[src/sv/swp_pkg.sv]
// ============================================================================
// swp_pkg - shared types, constants and fixed-point helpers
// Power tables (log2 / exp2), register map and pipeline sizing for the
// soil water potential block.
// ============================================================================
package swp_pkg;

    // Power table resolution: 2^POW_TABLE_BITS + 1 entries per table
    localparam int POW_TABLE_BITS = 8;
    localparam int TAB_N          = (1 << POW_TABLE_BITS) + 1;
    localparam int LOG_SH         = 31 - POW_TABLE_BITS;
    localparam int EXP_SH         = 16 - POW_TABLE_BITS;

    // Pipeline depth: divider stages plus the math stages
    localparam int DIV_STG = 4;
    localparam int NSTG    = 14;

    localparam logic [40:0] PSI_LIMIT = 41'd1 << 40;

    typedef logic [TAB_N-1:0][17:0] t_tab;

    // Register map, index = paddr[4:2]
    typedef enum logic [2:0] {
        REG_DEPTH_MM     = 3'd0,
        REG_THETA_SAT    = 3'd1,
        REG_THETA_RES    = 3'd2,
        REG_THETA_FC     = 3'd3,
        REG_INV_ALPHA_CM = 3'd4,
        REG_EXP_M        = 3'd5,
        REG_EXP_INV_BETA = 3'd6
    } t_reg_idx;

    // Side information carried along the pipeline
    typedef struct packed {
        logic [15:0] vol_content;
        logic        dry;
        logic        wet;
    } t_side;

    // 20 fractional bits of log2(x / 2^30), x in [2^30, 2^31]
    function automatic logic [19:0] frac_log20(input logic [63:0] xin);
        logic [63:0] x;
        logic [19:0] res;
        x   = xin;
        res = '0;
        for (int k = 0; k < 20; k++) begin
            x   = (x * x) >> 30;
            res = {res[18:0], 1'b0};
            if (x >= (64'd1 << 31)) begin
                x      = x >> 1;
                res[0] = 1'b1;
            end
        end
        return res;
    endfunction

    function automatic t_tab build_log_tab();
        t_tab        tab;
        logic [63:0] x;
        logic [20:0] f;
        for (int i = 0; i < TAB_N; i++) begin
            x      = (64'd1 << 30) + (64'(i) << (30 - POW_TABLE_BITS));
            f      = {1'b0, frac_log20(x)} + 21'd8;
            tab[i] = 18'(f >> 4);
        end
        return tab;
    endfunction

    // Smallest Q1.16 value whose log reaches each table point
    function automatic t_tab build_exp_tab();
        t_tab        tab;
        logic [19:0] target;
        logic [31:0] lo;
        logic [31:0] hi;
        logic [31:0] mid;
        for (int i = 0; i < TAB_N - 1; i++) begin
            target = 20'(i << (20 - POW_TABLE_BITS));
            lo     = 32'd65536;
            hi     = 32'd131072;
            while (lo < hi) begin
                mid = (lo + hi) >> 1;
                if (frac_log20(64'(mid) << 14) >= target) begin
                    hi = mid;
                end else begin
                    lo = mid + 32'd1;
                end
            end
            tab[i] = 18'(lo);
        end
        tab[TAB_N-1] = 18'd131072;
        return tab;
    endfunction

    localparam t_tab LOG_TAB = build_log_tab();
    localparam t_tab EXP_TAB = build_exp_tab();

    // Position of the leading one (0 for zero)
    function automatic logic [5:0] msb57(input logic [56:0] x);
        logic [5:0] e;
        e = '0;
        for (int b = 1; b < 57; b++) begin
            if (x[b]) begin
                e = 6'(b);
            end
        end
        return e;
    endfunction

    // log2 in Q.16 from leading-one position e and normalized mantissa t
    function automatic logic [21:0] log2_q16(input logic [5:0] e, input logic [31:0] t);
        logic [POW_TABLE_BITS-1:0] idx;
        logic [LOG_SH-1:0]         rem;
        logic [17:0]               lo;
        logic [17:0]               hi;
        logic [47:0]               dlt;
        idx = t[30 -: POW_TABLE_BITS];
        rem = t[LOG_SH-1:0];
        lo  = LOG_TAB[{1'b0, idx}];
        hi  = LOG_TAB[{1'b0, idx} + 1'b1];
        dlt = 48'(hi - lo) * 48'(rem);
        return 22'({e, 16'h0000}) + 22'(lo) + 22'(dlt >> LOG_SH);
    endfunction

    // 2^(f/65536) in Q1.16
    function automatic logic [17:0] exp2_q16(input logic [15:0] f);
        logic [POW_TABLE_BITS-1:0] idx;
        logic [EXP_SH-1:0]         rem;
        logic [17:0]               lo;
        logic [17:0]               hi;
        logic [35:0]               dlt;
        idx = f[15 -: POW_TABLE_BITS];
        rem = f[EXP_SH-1:0];
        lo  = EXP_TAB[{1'b0, idx}];
        hi  = EXP_TAB[{1'b0, idx} + 1'b1];
        dlt = 36'(hi - lo) * 36'(rem);
        return lo + 18'(dlt >> EXP_SH);
    endfunction

endpackage

[src/sv/swp_div.sv]
// ============================================================================
// swp_div - pipelined restoring divider
// Volumetric content = soil_water * 256 / depth, saturated to 16 bits.
// Four quotient bits are resolved per stage; stage k loads on i_adv[k].
// ============================================================================
module swp_div (
    input  logic                         i_clk,
    input  logic [swp_pkg::DIV_STG-1:0]  i_adv,
    input  logic [23:0]                  i_soil_water,
    input  logic [15:0]                  i_depth_mm,
    output logic [15:0]                  o_vol_content
);

    localparam int STEP = 16 / swp_pkg::DIV_STG;

    // Partial remainder / dividend tail only needed between stages
    logic [15:0] r_rem [swp_pkg::DIV_STG-1];
    logic [15:0] r_lo  [swp_pkg::DIV_STG-1];
    logic [15:0] r_q   [swp_pkg::DIV_STG];
    logic        r_ovf [swp_pkg::DIV_STG];

    logic [15:0] w_rem [swp_pkg::DIV_STG];
    logic [15:0] w_lo  [swp_pkg::DIV_STG];
    logic [15:0] w_q   [swp_pkg::DIV_STG];
    logic        w_ovf [swp_pkg::DIV_STG];

    // Stage inputs: quotient above 16 bits (or zero depth) saturates
    assign w_rem[0] = i_soil_water[23:8];
    assign w_lo[0]  = {i_soil_water[7:0], 8'h00};
    assign w_q[0]   = '0;
    assign w_ovf[0] = (i_soil_water[23:8] >= i_depth_mm);

    for (genvar k = 1; k < swp_pkg::DIV_STG; k++) begin : g_link
        assign w_rem[k] = r_rem[k-1];
        assign w_lo[k]  = r_lo[k-1];
        assign w_q[k]   = r_q[k-1];
        assign w_ovf[k] = r_ovf[k-1];
    end

    for (genvar k = 0; k < swp_pkg::DIV_STG; k++) begin : g_stg
        logic [15:0] n_rem;
        logic [15:0] n_lo;
        logic [15:0] n_q;
        logic [16:0] s_tmp;

        // STEP compare/subtract steps
        always_comb begin
            n_rem = w_rem[k];
            n_lo  = w_lo[k];
            n_q   = w_q[k];
            s_tmp = '0;
            for (int j = 0; j < STEP; j++) begin
                s_tmp = {n_rem, n_lo[15]};
                n_lo  = {n_lo[14:0], 1'b0};
                if (s_tmp >= {1'b0, i_depth_mm}) begin
                    n_rem = 16'(s_tmp - {1'b0, i_depth_mm});
                    n_q   = {n_q[14:0], 1'b1};
                end else begin
                    n_rem = s_tmp[15:0];
                    n_q   = {n_q[14:0], 1'b0};
                end
            end
        end

        always_ff @(posedge i_clk) begin
            if (i_adv[k]) begin
                r_q[k]   <= n_q;
                r_ovf[k] <= w_ovf[k];
            end
        end

        if (k < swp_pkg::DIV_STG - 1) begin : g_carry
            always_ff @(posedge i_clk) begin
                if (i_adv[k]) begin
                    r_rem[k] <= n_rem;
                    r_lo[k]  <= n_lo;
                end
            end
        end
    end

    assign o_vol_content = r_ovf[swp_pkg::DIV_STG-1] ? 16'hFFFF
                                                     : r_q[swp_pkg::DIV_STG-1];

endmodule

[config.mk]
export PLATFORM = sky130hd
export DESIGN_NAME = swp_div
export DESIGN_NICKNAME = d
export VERILOG_FILES = /design/src/sv/swp_pkg.sv /design/src/sv/swp_div.sv
export SDC_FILE = /design/constraint.sdc
export NUM_CORES = 1
export LEC_CHECK = 0
export CAP_MARGIN = 5
export CORE_AREA = 2 2 257 259
export DETAILED_ROUTE_END_ITERATION = 7
export DIE_AREA = 0 0 259 261
export DONT_BUFFER_PORTS = 1
export GPL_ROUTABILITY_DRIVEN = 0
export PLACE_DENSITY = 0.45
export SLEW_MARGIN = 10
export SYNTH_ARGS = -nofsm -noshare
export SYNTH_HDL_FRONTEND = slang
export SYNTH_SLANG_ARGS = --single-unit
[constraint.sdc]
create_clock -name i_clk -period 12.63 [get_ports i_clk]
set_input_delay 1.8945 -clock i_clk [delete_from_list [all_inputs] [get_ports i_clk]]
set_output_delay 1.8945 -clock i_clk [all_outputs]
set_load 0.05 [all_outputs]
==> impl_metrics.ini, run 1 <==
[synth]
netlist_instances = 1961
syn_nets = 2282
async_flop_share_pct = 0
ys_ff_latch = 96
ys_warn_count = 0
yosys-top-cells-area = ha_1 (20%), edfxtp_1 (17%), mux2_2 (7.8%), a21oi_1 (5.7%), xnor2_1 (5.7%)
ys.flop_type = edfxtp_1
syn_avg_cell_area_um2 = 8.53
syn_area_um2 = 16700
yosysTopAreaCell = ha_1
synth_top_cell_area_share_pct = 19.9
synth_seq_area_share_pct = 17.2
synth_cell_types = 90
synth_edf_count = 96

[global_routing]
met1_usage_pct = 22.4
antenna_found_initial = 1
grt.total_usage_pct = 16.8
grt_busiest_layer = met2
grt_max_degree = 32
use_met2_pct = 28.7
grt_pass1_vias = 15008
grt_overflow = 0
grt_pass1_wl_mm = 87.4
grt_util_met3_pct = 1.93

[setup_path]
r2r_cells = 44
crit_arrival_ns = 12.09
crit_buf_inv = 7
r2r_start = r_rem[0][8]
path_delay_family = compound AO/OA/AOI/OAI gates
crit_fanout = 17
endpoint_kind = flip-flop
cp.depth = 48
start_kind = primary input
path_common_cell = a21oi_1
r2r-end = r_rem[0][25]
r2r_slack_ns = 2.14
required_ns = 12.76
criticalPathCategory = in -> reg
crit_slowest_cell = o311ai_4
slowest_delay_ns = 0.39

[clock_network]
cts_buffer_depth = 2
htree_levels = 3
cts_made_buffers = 9
clk_pin_slew_ns = 0.07
cts_tree = done
clkSinkCount = 96
cts-root-buf = clkbuf_16
clock_latency_ns = 0.38

[detailed_routing]
avgRoutedWirePerCell_um = 19.9
antenna_left = 0
drtIter0Drc = 899
vias_per_cell = 5.31
drc_errors = 0
vias = 15276
wl_mm = 57.2
first_pass_iters = 5

[sta]
finalSetupViolations = 0
whs_ns = 0.421
timing.final.ws_setup_ns = 0.670
slew_headroom_pct = 55.2
skew_ns = 0.0113
tightest_slew_ns = 0.673
period_minus_slack_ns = 11.96
rsz0062_at_grt = false
clock.fmax_ghz = 0.0836
slew_viol_final = 0
min_period_over_period_pct = 94.7
finalHoldViolations = 0

[final_layout]
nets = 2330
instances_no_fill = 2877
area_growth_syn_to_layout_pct = 10.5
drive_gt1_share_pct = 13.8
diodes = 0
fin_area_um2 = 18500

[place]
portBuffers = 0
dp_slack_ns = -0.381
dp_hpwl_mm = 46.5
place_area_um2 = 18200
dp.cells = 2861

[floorplan]
die_x_um = 259
core_um2 = 65000
start_util_pct = 25.7
fp.dieH_um = 261
core.rowCount = 94
die-area_um2 = 67600
ios = 61

[hold_path]
worstHoldPathCells = 0
hold_path_end = r_q[3][15]
hold_class = reg -> reg
hold_start = r_q[2][11]

[run]
maxCapViolCount = 0

[outcome]
status = complete, no violations
sequential cells by signal, indices dropped and copies added, names as in the netlist:
register,flops
r_lo,4
r_ovf,4
r_q,40
r_rem,48
per-stage QoR:
step                      setup TNS, ns  util (%)
after global routing                  0      28.4
after floorplan                       0         -
final                                 0      28.4
after CTS                             0      28.4
after global placement            -6.84      28.0
after detailed placement          -5.51      28.0
repair_timing:
action,4_1_cts,5_1_grt
resized for setup,0,9
hold buffers,0,0
endpoints found under the setup margin,0,24
buffers inserted,0,1
Yosys cell counts, drive strengths merged (18+ instances only):
library cell	n
nand4	35
nor2b	36
o21bai	28
nand2b	19
o31ai	18
nand2	137
xor2	65
o21a	42
ha	266
inv	92
nor2	128
o21ai	137
nand3	34
edfxtp	96
nor3	37
a21oi	192
a21o	78
xnor2	109
mux2	124
or2	38
worst register-to-register path, delay by kind of cell (launching register included):
family          cells  cell delay, ns
buf+inv             5            0.73
fa+ha+maj           4            1.36
flops               1            0.45
mux                 2            0.67
compound gates     24            5.36
simple gates        9            1.63
how the worst max path moves through the flow:
stage | to | start | slack (ns)
global placement | r_rem[0][31] | i_depth_mm[2] | -0.46
floorplan | r_rem[0][10] | i_depth_mm[1] | 0.15
detailed placement | r_rem[0][25] | i_depth_mm[2] | -0.38
finish | r_rem[0][25] | i_depth_mm[2] | 0.67
CTS | r_rem[0][25] | i_depth_mm[2] | 0.008
global route | r_rem[0][25] | i_depth_mm[2] | 0.03
logic make-up (layout without fill, tap and decap cells):
family	after synthesis	count (layout)	share of synthesized area, %
AOI/OAI and AO/OA	626	626	24.4
adders and majority gates	276	276	21.1
and+or+nand+nor	527	527	15.7
xor gates and xnor gates	174	174	9.11
muxes	141	141	9.54
buffers and inverters	121	173	2.92
DFF	96	96	17.2
final cells by class:
type	count	area [um2]
fillers	6903	46500
clock inverters	5	33.8
well taps	864	1080
inverters	94	353
flip-flops and latches	96	2880
repair buffers	64	509
clock buffers	10	229
multi-input cells	1744	13400
placed cells by master, fill, tap and decap left out, types with 6 or more instances in the layout:
cell / instances
a21o_1: 78
o31a_1: 7
ha_1: 266
o21ai_0: 129
xor2_1: 65
nor2_1: 126
nand2_1: 136
or3_1: 7
o21ai_1: 8
a21oi_1: 191
mux2_4: 8
a31o_2: 7
and3_1: 13
and2_1: 8
o2111ai_1: 7
o211ai_1: 10
a21boi_0: 6
nand2b_1: 19
nand4_1: 35
edfxtp_1: 96
inv_1: 89
or2_2: 37
mux2i_1: 16
xnor2_1: 109
o31ai_1: 17
a31oi_1: 16
mux2_2: 116
nor3_1: 36
clkbuf_16: 9
nor2b_1: 36
o21bai_1: 28
nand3_1: 34
o21a_1: 42
a211oi_1: 11
nor4_1: 13
buf_4: 61
fa_1: 10
per-layer routing:
metal / vias up / routed length [um]
li1: 7481 / -
met1: 7364 / 27000
met2: 366 / 26700
met3: 65 / 2150
met4: 0 / 1340
met5: - / 0
Power of run 1 is left out: the tool's default activity adds up to more than one toggle a clock period on the data nets, which glitch-free logic cannot reach.
==> inputs of run 2 (changes only) <==
--- a/config.mk
+++ b/config.mk
@@ -11,8 +11,9 @@
 export DIE_AREA = 0 0 259 261
 export DONT_BUFFER_PORTS = 1
 export GPL_ROUTABILITY_DRIVEN = 0
-export PLACE_DENSITY = 0.45
+export PLACE_DENSITY = 0.44
 export SLEW_MARGIN = 10
 export SYNTH_ARGS = -nofsm -noshare
 export SYNTH_HDL_FRONTEND = slang
 export SYNTH_SLANG_ARGS = --single-unit
+export TNS_END_PERCENT = 100
==> constraint.sdc (replaced) <==
create_clock -name i_clk -period 13.6 [get_ports i_clk]
set_input_delay 2.04 -clock i_clk [delete_from_list [all_inputs] [get_ports i_clk]]
set_output_delay 2.04 -clock i_clk [all_outputs]
set_load 0.05 [all_outputs]
==> impl_metrics.ini, run 2 (synthesized netlist as in run 1, its figures left out) <==
[outcome]
status = complete, no violations

[detailed_routing]
avgRoutedWirePerCell_um = 19.9
antenna_left = 0
first_pass_iters = 5
drtIter0Drc = 872
vias = 15023
wl_mm = 57.0
drc_errors = 0
vias_per_cell = 5.24

[global_routing]
antenna_found_initial = 0
grt.total_usage_pct = 16.7
grt_util_met3_pct = 2.92
grt_busiest_layer = met2
use_met2_pct = 27.5
grt_overflow = 0
grt_pass1_vias = 14528
met1_usage_pct = 22.2
grt_pass1_wl_mm = 86.7
grt_max_degree = 32

[setup_path]
start_kind = primary input
r2r_slack_ns = 2.55
path_common_cell = a21oi_1
slowest_delay_ns = 0.41
r2r_cells = 46
crit_fanout = 22
cp.depth = 48
required_ns = 13.71
crit_slowest_cell = o311ai_4
crit_buf_inv = 8
crit_arrival_ns = 12.83
endpoint_kind = flip-flop
path_delay_family = compound AO/OA/AOI/OAI gates
criticalPathCategory = in -> reg

[floorplan]
core_um2 = 65000
die_x_um = 259
start_util_pct = 25.7
ios = 61
fp.dieH_um = 261
core.rowCount = 94
die-area_um2 = 67600

[final_layout]
regMostFlops = r_rem
nets = 2320
drive_gt1_share_pct = 13.4
mostFrequentLayoutCell = ha_1
area_growth_syn_to_layout_pct = 9.99
largest_reg_flops = 48
layout_common_cells = ha_1 (266), a21oi_1 (191), nand2_1 (136)
reg_top3 = r_rem x48, r_q x40

[sta]
slew_headroom_pct = 54.7
finalHoldViolations = 0
clock.fmax_ghz = 0.0786
tightest_slew_ns = 0.672
skew_ns = 0.0121
period_minus_slack_ns = 12.72
finalSetupViolations = 0
slew_viol_final = 0
rsz0062_at_grt = false
min_period_over_period_pct = 93.5
tns_ns = 0

[run]
maxCapViolCount = 0

[clock_network]
cts_buffer_depth = 2
cts_resized = 0
cts_made_buffers = 9
cts-root-buf = clkbuf_16
htree_levels = 3
ctsHoldBuffers = 0
post_cts_buffers = 0
cts_tree = done
clkSinkCount = 96
clk_pin_slew_ns = 0.07
clock_latency_ns = 0.38

[place]
dp_hpwl_mm = 46.1
portBuffers = 0

[hold_path]
worstHoldPathCells = 0
hold_class = reg -> reg
-- run 2: cell types whose count changed in the layout (fill, tap and decap cells not counted), moves of 2 or more --
cell        before  now
buf_12           2    0
buf_4           61   53
clkinvlp_4       1    3
inv_8            0    3
-- run 2: layout make-up --
cell class / count / area, um2
Inverter: 94 / 353
Multi-Input combinational cell: 1744 / 13400
Fill cell: 6896 / 46600
Antenna cell: 1 / 2.50
Clock inverter: 7 / 65.1
Tap cell: 864 / 1080
Timing Repair Buffer: 54 / 409
Sequential cell: 96 / 2880
Clock buffer: 9 / 225
-- run 2: per-stage QoR --
step / hold WS (ns) / worst slack [ns] / util, % / cells / cell area, um2
2_1_floorplan: 0.400 / 0.978 / - / 1961 / 16700
3_3_place_gp: 0.404 / 0.000200 / 27.8 / 2852 / 18100
3_5_place_dp: 0.405 / 0.0287 / 27.8 / 2852 / 18100
4_1_cts: 0.422 / 0.378 / 28.3 / 2868 / 18400
5_1_grt: 0.428 / 0.0316 / 28.3 / 2868 / 18400
6_report: 0.419 / 0.881 / 28.3 / 2869 / 18400
-- run 2: metal layers --
metal,up-vias,wire length [um]
li1,7488,-
met1,7098,27000
met2,339,25600
met3,98,2630
met4,0,1800
met5,-,0
-- run 2: worst reg2reg max path, delay by kind of cell (launching register included) --
kind,cells,cell delay [ns]
AO/OA/AOI/OAI,28,6.10
adder cells (fa/ha/maj),4,1.27
buffers and inverters,6,1.15
AND/OR/NAND/NOR,6,1.06
multiplexers,2,0.71
flip-flops,1,0.46
-- run 2: final timing paths --
kind	from	end
min reg2reg	r_q[2][4]	r_q[3][8]
max reg2reg	r_rem[0][1]	r_rem[0][31]
min	r_q[2][4]	r_q[3][8]
max	i_depth_mm[2]	r_rem[0][31]
Power of run 2 is left out for the same reason.
